==> src/rtl/bpa_pkg.sv <==
// ----------------------------------------------------------------------------
// bpa_pkg
// Shared types and codes for the bitmap page allocator.
// ----------------------------------------------------------------------------
package bpa_pkg;

  localparam int MAP_WORD_W = 32;                 // map bits per memory word
  localparam int BIT_SEL_W  = $clog2(MAP_WORD_W); // bit select within a word

  localparam int CFG_IDX_W  = 8;
  localparam int CFG_DATA_W = 32;

  typedef enum logic [CFG_IDX_W-1:0] {
    REG_BASE_ADDRESS = 8'd0,
    REG_PAGE_COUNT   = 8'd1
  } cfg_reg_t;

  typedef enum logic {
    FUNC_ALLOC = 1'b0,
    FUNC_FREE  = 1'b1
  } func_t;

  typedef enum logic [1:0] {
    ST_OK    = 2'd0,
    ST_FULL  = 2'd1,
    ST_RANGE = 2'd2
  } status_t;

endpackage

==> src/rtl/bpa_ram.sv <==
// ----------------------------------------------------------------------------
// bpa_ram
// Generic simple dual-port RAM: one write port, one read port, registered read.
// ----------------------------------------------------------------------------
module bpa_ram #(
  parameter int WIDTH = 32,
  parameter int DEPTH = 8
) (
  input  logic                                 clk,
  input  logic                                 we,
  input  logic [(DEPTH > 1 ? $clog2(DEPTH) : 1)-1:0] waddr,
  input  logic [WIDTH-1:0]                     wdata,
  input  logic [(DEPTH > 1 ? $clog2(DEPTH) : 1)-1:0] raddr,
  output logic [WIDTH-1:0]                     rdata
);

  logic [WIDTH-1:0] mem [DEPTH];

  always_ff @(posedge clk) begin
    if (we) begin
      mem[waddr] <= wdata;
    end
    rdata <= mem[raddr];
  end

endmodule

==> src/rtl/bitmap_page_allocator.sv <==
// ----------------------------------------------------------------------------
// bitmap_page_allocator
// First-fit page allocator over a one-bit-per-page map held in a word RAM.
// ----------------------------------------------------------------------------
// Allocate: each map word scanned takes a RAM read, then a check/update, and
//   S_FINISH loads the result; ceil(MAX_PAGES/32) words at most (8 at 256 pages).
// Free: RAM read, clear-bit write, finish, idle; out of range, straight to finish.
// One request at a time; the next is taken once the result is registered,
//   which waits while a stalled result still holds the output.
// Reset: synchronous; a clearing pass over all ceil(MAX_PAGES/32) map words
//   zeroes the map while in_stall is high. Configuration writes are taken at any time.
module bitmap_page_allocator
  import bpa_pkg::*;
#(
  parameter int MAX_PAGES  = 256,
  parameter int PAGE_SHIFT = 12
) (
  input  logic                  clk,
  input  logic                  rst,
  // configuration
  input  logic                  cfg_valid,
  output logic                  cfg_ready,
  input  logic [CFG_IDX_W-1:0]  cfg_index,
  input  logic [CFG_DATA_W-1:0] cfg_data,
  // requests
  input  logic                  in_valid,
  output logic                  in_stall,
  input  logic                  func,
  input  logic [31:0]           address,
  // results
  output logic                  out_valid,
  input  logic                  out_stall,
  output logic [31:0]           page_address,
  output logic [7:0]            page_index,
  output logic [1:0]            status
);

  localparam int WORDS = (MAX_PAGES + MAP_WORD_W - 1) / MAP_WORD_W;
  localparam int WA_W  = (WORDS > 1) ? $clog2(WORDS) : 1;
  localparam int GI_W  = WA_W + BIT_SEL_W;            // global page index
  localparam int NW    = (GI_W + 1 > 9) ? GI_W + 1 : 9;
  localparam int PI_W  = 32 - PAGE_SHIFT;             // index from an address

  typedef enum logic [2:0] {
    S_CLEAR, S_IDLE, S_ALLOC_RD, S_ALLOC_CHK, S_FREE_RD, S_FREE_WR, S_FINISH
  } state_t;

  state_t state;

  logic [31:0]     base_address;
  logic [8:0]      page_count;
  logic [WA_W-1:0] word;
  logic [GI_W-1:0] res_index;
  logic [1:0]      res_status;
  logic            res_alloc;

  logic                  ram_we;
  logic [MAP_WORD_W-1:0] ram_wdata;
  logic [MAP_WORD_W-1:0] ram_rdata;

  logic [NW-1:0]         cnt_ext;
  logic [NW-1:0]         active;
  logic                  in_take;
  logic                  out_free;
  logic [31:0]           offset;
  logic [PI_W-1:0]       free_idx;
  logic                  free_ok;
  logic [MAP_WORD_W-1:0] free_vec;
  logic                  any_free;
  logic [BIT_SEL_W-1:0]  free_pos;
  logic [GI_W:0]         next_start;
  logic                  last_word;
  logic [GI_W-1:0]       glob;

  assign cfg_ready = 1'b1;
  assign in_stall  = (state != S_IDLE);
  assign in_take   = in_valid && !in_stall;
  assign out_free  = !out_valid || !out_stall;

  assign cnt_ext = NW'(page_count);
  assign active  = (cnt_ext > NW'(MAX_PAGES)) ? NW'(MAX_PAGES) : cnt_ext;

  // free: page index from the offset into the region
  assign offset   = address - base_address;
  assign free_idx = offset[31:PAGE_SHIFT];
  assign free_ok  = (32'(free_idx) < 32'(active));

  // pages past the active count look allocated to the search
  always_comb begin
    free_vec = '0;
    for (int b = 0; b < MAP_WORD_W; b++) begin
      free_vec[b] = !ram_rdata[b] && (NW'({word, BIT_SEL_W'(b)}) < active);
    end
  end

  always_comb begin
    free_pos = '0;
    for (int b = MAP_WORD_W - 1; b >= 0; b--) begin
      if (free_vec[b]) begin
        free_pos = BIT_SEL_W'(b);
      end
    end
  end

  assign any_free   = |free_vec;
  assign next_start = {1'b0, word, {BIT_SEL_W{1'b0}}} + (GI_W+1)'(MAP_WORD_W);
  assign last_word  = (word == WA_W'(WORDS - 1)) ||
                      (NW'(next_start) >= active);
  assign glob       = res_index;

  // RAM write side
  always_comb begin
    ram_we    = 1'b0;
    ram_wdata = ram_rdata;
    unique case (state)
      S_CLEAR: begin
        ram_we    = 1'b1;
        ram_wdata = '0;
      end
      S_ALLOC_CHK: begin
        ram_we    = any_free;
        ram_wdata = ram_rdata | (MAP_WORD_W'(1) << free_pos);
      end
      S_FREE_WR: begin
        ram_we    = 1'b1;
        ram_wdata = ram_rdata & ~(MAP_WORD_W'(1) << glob[BIT_SEL_W-1:0]);
      end
      default: begin
        ram_we    = 1'b0;
        ram_wdata = ram_rdata;
      end
    endcase
  end

  bpa_ram #(
    .WIDTH (MAP_WORD_W),
    .DEPTH (WORDS)
  ) u_map (
    .clk   (clk),
    .we    (ram_we),
    .waddr (word),
    .wdata (ram_wdata),
    .raddr (word),
    .rdata (ram_rdata)
  );

  // configuration registers
  always_ff @(posedge clk) begin
    if (rst) begin
      base_address <= '0;
      page_count   <= '0;
    end else if (cfg_valid && cfg_ready) begin
      unique case (cfg_index)
        REG_BASE_ADDRESS: base_address <= cfg_data;
        REG_PAGE_COUNT:   page_count   <= cfg_data[8:0];
        default: ;
      endcase
    end
  end

  // sequencer
  always_ff @(posedge clk) begin
    if (rst) begin
      state     <= S_CLEAR;
      word      <= '0;
      out_valid <= 1'b0;
    end else begin
      // S_FINISH loads the output register itself
      if (out_valid && !out_stall && state != S_FINISH) begin
        out_valid <= 1'b0;
      end
      unique case (state)
        S_CLEAR: begin
          if (word == WA_W'(WORDS - 1)) begin
            word  <= '0;
            state <= S_IDLE;
          end else begin
            word <= word + WA_W'(1);
          end
        end
        S_IDLE: begin
          if (in_take) begin
            if (func == FUNC_ALLOC) begin
              word      <= '0;
              res_alloc <= 1'b1;
              state     <= S_ALLOC_RD;
            end else begin
              res_alloc <= 1'b0;
              if (free_ok) begin
                res_index  <= GI_W'(free_idx);
                res_status <= ST_OK;
                word       <= free_idx[GI_W-1:BIT_SEL_W];
                state      <= S_FREE_RD;
              end else begin
                res_index  <= '0;
                res_status <= ST_RANGE;
                state      <= S_FINISH;
              end
            end
          end
        end
        S_ALLOC_RD: begin
          state <= S_ALLOC_CHK;
        end
        S_ALLOC_CHK: begin
          if (any_free) begin
            res_index  <= {word, free_pos};
            res_status <= ST_OK;
            state      <= S_FINISH;
          end else if (last_word) begin
            res_index  <= '0;
            res_status <= ST_FULL;
            state      <= S_FINISH;
          end else begin
            word  <= word + WA_W'(1);
            state <= S_ALLOC_RD;
          end
        end
        S_FREE_RD: begin
          state <= S_FREE_WR;
        end
        S_FREE_WR: begin
          state <= S_FINISH;
        end
        S_FINISH: begin
          if (out_free) begin
            out_valid  <= 1'b1;
            page_index <= 8'(res_index);
            status     <= res_status;
            if (res_alloc && res_status == ST_OK) begin
              page_address <= base_address + (32'(res_index) << PAGE_SHIFT);
            end else begin
              page_address <= '0;
            end
            state <= S_IDLE;
          end
        end
        default: begin
          state <= S_IDLE;
        end
      endcase
    end
  end

endmodule

==> config.mk <==
export PLATFORM = sky130hd
export DESIGN_NAME = bitmap_page_allocator
export DESIGN_NICKNAME = d
export VERILOG_FILES = /design/src/rtl/bpa_pkg.sv /design/src/rtl/bpa_ram.sv /design/src/rtl/bitmap_page_allocator.sv
export SDC_FILE = /design/constraint.sdc
export NUM_CORES = 1
export LEC_CHECK = 0
export BUFFER_PORTS_ARGS = -buffer_cell sky130_fd_sc_hd__buf_2
export CORE_MARGIN = 5
export CORE_UTILIZATION = 55
export DETAILED_ROUTE_END_ITERATION = 7
export PLACE_DENSITY_LB_ADDON = 0.12
export SKIP_LAST_GASP = 1
export SLEW_MARGIN = 40
export SYNTH_ARGS = -nofsm -noshare
export SYNTH_HDL_FRONTEND = slang
export SYNTH_SLANG_ARGS = --single-unit
==> constraint.sdc <==
create_clock -name clk -period 8.2 [get_ports clk]
set_clock_uncertainty 0.15 [all_clocks]
set_input_delay 1.64 -clock clk [delete_from_list [all_inputs] [get_ports clk]]
set_output_delay 1.64 -clock clk [all_outputs]
set_load 0.05 [all_outputs]
# [After elaboration in Yosys (flattened, before gate mapping)]
# Memories as Yosys holds them, arrays and structs flattened. A register that Yosys moved wholly into a read port is not among the register bits.
# Cells that the tools add are included.
[word_totals] output_inout_bits=45 memories=1 input_bits=78 ramBits=256 wordCells=230 register_bits=101
[classes] n_bitwise=4 magnitude_cmp=35 shift=2 eq_ne=18 n_reduce_logical=87 mux=68 add_sub_neg=4
[memory_table] memory="u_map.mem" words=8 width=32 rd=1 rd_ports_with_merged_regs=1 write_ports=1 line="bpa_ram.sv:17" text="logic [WIDTH-1:0] mem [DEPTH];"
[op_table] cell="$lt 8x9->1" n=32
[op_table] cell="$mux 5" n=32
[op_table] cell="$pmux 32 s3" n=1
[op_table] cell="$shl 1x5->32 const A" n=2
[op_table] cell="$mux 8" n=5
[op_table] cell="$logic_and 1x1->1" n=36
[op_table] cell="$mux 3" n=12
[op_table] cell="$logic_not 1->1" n=35
[op_table] cell="$add 32x20->32" n=1
[op_table] cell="$and 32x32->32" n=1
[op_table] cell="$not 32->32" n=1
[op_table] cell="$or 32x32->32" n=1
[op_table] cell="$reduce_or 32->1" n=1
[op_table] cell="$sub 32x32->32" n=1
[op_table] cell="$pmux 3 s7" n=1
[op_table] cell="$lt 20x9->1" n=1
[op_table] cell="$pmux 8 s2" n=1
[op_table] cell="$eq 3x3->1 const B" n=4
[op_table] cell="$mux 2" n=6
[op_table] cell="$ne 2x2->1 const B" n=6
[op_table] cell="$reduce_and 5->1" n=2
[op_table] cell="$add 8x6->9 const B" n=1
[op_table] cell="$ge 9x9->1" n=1
[op_table] cell="$gt 9x9->1 const B" n=1
[op_table] cell="21 further kinds" n=33

# [Depth between registers and ports, before layout]
[logic_depth] depth_word=39 depth_mapped=22 depth_no_buf=21

# [By module]
# From an unflattened synthesis, not the netlist that was laid out.
[unflattened] hier_cells=1448 hier_area_um2=18641.6
[modules_own_cells] mod="bpa_ram" n_inst=1 cells_per_inst=415 area_per_inst_um2=10466.3 seq_area_each_um2=8328.0
[modules_own_cells] mod="bitmap_page_allocator" n_inst=1 cells_per_inst=1033 area_per_inst_um2=8175.3 seq_area_each_um2=2552.4

# [Least setup slack after synthesis]
# No wires, ideal clock.
[synth_path] path_kind="input to register" startpoint="in rst" endpoint="reg page_address[0] (enable)" required_ns=7.548 t_arrival_ns=5.174 stages=3 setup_ns=0.502 path_buffers=2 slack_ns=2.374 cell_sequence="clkbuf_1 -> clkbuf_1 -> nor3b_1"
[synth_via] elab_chain_cells=2
[synth_rtl] item="start: declaration" line="bitmap_page_allocator.sv:19" text="input logic rst,"
[synth_rtl] item="$not 1->1 (no line)"
[synth_rtl] item="$reduce_and 3->1 (no line)"
[synth_rtl] item="end signal: assignment" line="bitmap_page_allocator.sv:231" text="page_address <= base_address + (32'(res_index) << PAGE_SHIFT);"
[synth_rtl] item="end: declaration" line="bitmap_page_allocator.sv:33" text="output logic [31:0] page_address,"
# No other way between the ends.
# A chain may end at the register's enable or synchronous reset.

# [Worst setup path after layout]
[layout_path] startpoint="in address[2]" endpoint="reg res_index[6] (netlist: glob[6]) (data pin)"
[layout_via] elab_chain_cells=6
[layout_rtl] item="start: declaration" line="bitmap_page_allocator.sv:29" text="input logic [31:0] address,"
[layout_rtl] item="$sub 32x32->32 *" line="bitmap_page_allocator.sv:84" text="assign offset = address - base_address;"
[layout_rtl] item="$lt 20x9->1" line="bitmap_page_allocator.sv:86" text="assign free_ok = (32'(free_idx) < 32'(active));"
[layout_rtl] item="$mux 8 *" line="bitmap_page_allocator.sv:189" text="if (free_ok) begin"
[layout_rtl] item="$mux 8 *" line="bitmap_page_allocator.sv:183" text="if (func == FUNC_ALLOC) begin"
[layout_rtl] item="$mux 8 *" line="bitmap_page_allocator.sv:182" text="if (in_take) begin"
[layout_rtl] item="$pmux 8 s2 *" line="bitmap_page_allocator.sv:172" text="unique case (state)"
[layout_rtl] item="end signal: assignment" line="bitmap_page_allocator.sv:190" text="res_index <= GI_W'(free_idx);"
[layout_rtl] item="end signal: assignment" line="bitmap_page_allocator.sv:207" text="res_index <= {word, free_pos};"
[layout_rtl] item="end: declaration" line="bitmap_page_allocator.sv:53" text="logic [GI_W-1:0] res_index;"
# Mark *: on every way between the ends. The rest lies on a longest branch, timed or not. The select of a mux whose other input is x is not followed.

==> flow_summary.ini <==
[status]
outcome = finished clean

[min_path]
hp-class = reg2reg

[synthesis]
synth_edf_count = 309
synth_cell_types = 91
yosysWarningCount = 0
ys_async_sr_fraction_pct = 0
synth_fp_nets = 1671
yosysSeqAreaShare_pct = 60.5
syn-cell-area_um2 = 18000
synth_area_per_cell_um2 = 11.7
yosys_register_bits = 389
postSynthCellCount = 1536
synth_flop_cell = edfxtp_1

[worst_setup_path]
crit_path_start_kind = input port
critPathMaxStageDelay_ps = 570
slowest_stage = o311ai_0
end_kind = flip-flop
crit_required_ps = 8460
crit_chain = buf_2, ha_1, nand2_1, o21ai_0, a41oi_1, o311ai_0, a31oi_1, nor2b_1, nor2_1, xnor2_1, ha_1, a21o_1, a21o_1, a21oi_1, o21ai_0, nand2_1, a31oi_1, nor3_1, and4_1, and2_1, a32o_1
worst-path-max-fanout = 8
setup.worst_path.class = in2reg
cp.arrival_ps = 6120

[global_route]
grt_use_total_pct = 27.1
grt_pass1_wl_um = 75500
grt_antenna_before_repair = 0
first_global_vias = 12645
overflow = 0
grt_max_degree = 56

[routing]
drt-vias-per-instance = 6.25
drt_iter0_drc = 1336
drtPass1Iterations = 6
ant_nets = 0
vias = 13271
drc_errors = 0
routed_wl_um = 50100
wl_per_cell_um = 23.6

[layout]
fin_util_pct = 63.6
area_growth_pct = 14.5
n_fill_cell = 2610
drive_above_1_share_pct = 15.9
nNetsFinal = 1781
post-route-cell-area_um2 = 20600

[timing]
rsz0062_at_grt = no
tightest_slew_ps = 813
layout_setup_ws_ps = 2350
period_needed_ps = 5850
setup_viol = 0
fin_crit_sh_pct = 71.4
max_freq_ghz = 0.171
tns_ps = 0
max_slew_margin_pct = 45.3
drv_slew = 0
final-hold-violation-count = 0

[floorplanning]
floorplan.die_area_um2 = 36400
die_h_um = 191
coreArea_um2 = 32400
fp.dieW_um = 191
rows = 66
start_util_pct = 55.5
boundaryPins = 123

[placement]
port_buffers = 121
placed_area_um2 = 19100
dp_slack_ps = 1880
dp_hpwl_um = 33100
gp_congestion = 1.01

[cts]
clock_latency_ps = 550
cts_resized = 0
postCtsSetupBuffers = 0
cts_root_buf = clkbuf_16
clk_pin_slew_ps = 60
cts_tree = built
ctsHtreeMaxLevel = 2
cts_max_path_buffers = 3
cts_buffers = 41
clock_sinks = 389
postCtsHoldBufs = 0

[pwr]
peakVddDrop_mv = 0.235
p_leak_nw = 7.26
powerDensity_nw_per_um2 = 282
p_total_mw = 5.80

[run]
maxCapViolations = 0
-- sequential cells by signal, summed over array words and instances, names as in the netlist, 3 cells and up --
signal        cells
u_map.mem       256
base_address     32
page_address     32
u_map.rdata      32
cnt_ext           9
glob              8
page_index        8
state             3
word              3
-- layer usage --
metal	global-route usage, %	vias to the layer above	wire (um)
li1	-	6125	-
met1	36.3	6420	20200
met2	44.4	608	23700
met3	5.07	118	4450
met4	9.94	0	1790
met5	0	-	0
-- power breakdown --
part	switching, mW	internal [mW]
sequential	0.168	2.37
clock	0.750	1.20
combinational	0.904	0.412
-- Yosys cell counts (13+ instances only) --
library cell / instances / area (um^2)
xnor2_1: 21 / 184
nor3_1: 30 / 150
nor2b_1: 21 / 131
dfxtp_1: 80 / 1600
nand2_1: 132 / 495
clkbuf_1: 62 / 233
nor2_1: 94 / 353
ha_1: 56 / 701
a22oi_1: 131 / 983
o21ai_0: 69 / 345
mux2i_1: 13 / 130
edfxtp_1: 309 / 9280
inv_1: 62 / 233
o31ai_1: 13 / 97.6
nand2b_1: 13 / 81.3
nand3_1: 16 / 80.1
a21oi_1: 112 / 561
nand4_1: 39 / 244
a31oi_1: 21 / 131
-- area by class of cell --
cell class	instances	area (um^2)	share of cell area, %
clock inverter	15	219	1.06
timing repair buffer	144	776	3.77
multi-input combinational	1006	6690	32.5
tap	442	553	2.69
inverter	64	240	1.17
antenna	2	5.00	0.0243
clock buffer	60	1230	5.97
sequential	389	10900	52.8
-- critical path: cells and delay by family --
family / cells / cell delay (ps)
AND/OR/NAND/NOR: 7 / 1220
AO/OA/AOI/OAI: 10 / 2170
adder cells (fa/ha/maj): 2 / 610
buffers and inverters: 1 / 100
XOR/XNOR: 1 / 360
-- path summary, 6_finish.rpt --
path	depth (start not counted)	startpoint	slack [ps]	to
hold reg to reg	2	base_address[10]	300	base_address[10]
setup / recovery	21	address[2]	2350	glob[6]
setup reg to reg	13	cnt_ext[8]	2470	u_map.mem[6][29]
hold / removal	2	base_address[10]	300	base_address[10]
-- metrics by stage --
step,cells,hold WS (ps)
after floorplan,1536,277
after global placement,2044,282
after detailed placement,2044,296
after CTS,2119,304
after global routing,2120,325
final,2122,303
-- placed cells by master (no fill, tap or decap), types with 10 or more instances in the layout --
cell type / netlist / layout
dfxtp_1: 80 / 80
nor4_1: 10 / 10
buf_4: 4 / 22
o21ai_1: 4 / 12
inv_1: 62 / 62
xnor2_1: 21 / 21
nand3_1: 16 / 16
o21ai_0: 69 / 61
and3_1: 12 / 12
buf_2: 4 / 122
nand2b_1: 13 / 13
mux2i_1: 13 / 13
a22oi_1: 131 / 131
nor2_1: 94 / 92
nor3_1: 30 / 27
a21o_1: 11 / 11
nand4_1: 39 / 39
a21oi_1: 112 / 112
nor2b_1: 21 / 14
ha_1: 56 / 56
edfxtp_1: 309 / 309
nand2_1: 132 / 131
clkbuf_16: 0 / 43
a31oi_1: 21 / 21
-- cells by family (layout without fill, tap and decap cells) --
| family | after synthesis | in the layout | share of synthesized area, % |
|---|---|---|---|
| compound gates | 470 | 470 | 17.6 |
| simple gates | 435 | 435 | 12.5 |
| flops | 389 | 389 | 60.5 |
| buf+inv | 141 | 283 | 3.15 |
| fa+ha+maj | 57 | 57 | 4.01 |
| xor+xnor | 28 | 28 | 1.36 |
| mux | 15 | 15 | 0.849 |
| other cells | 1 | 3 | 0.0209 |
(Power assumes the default switching activity.)
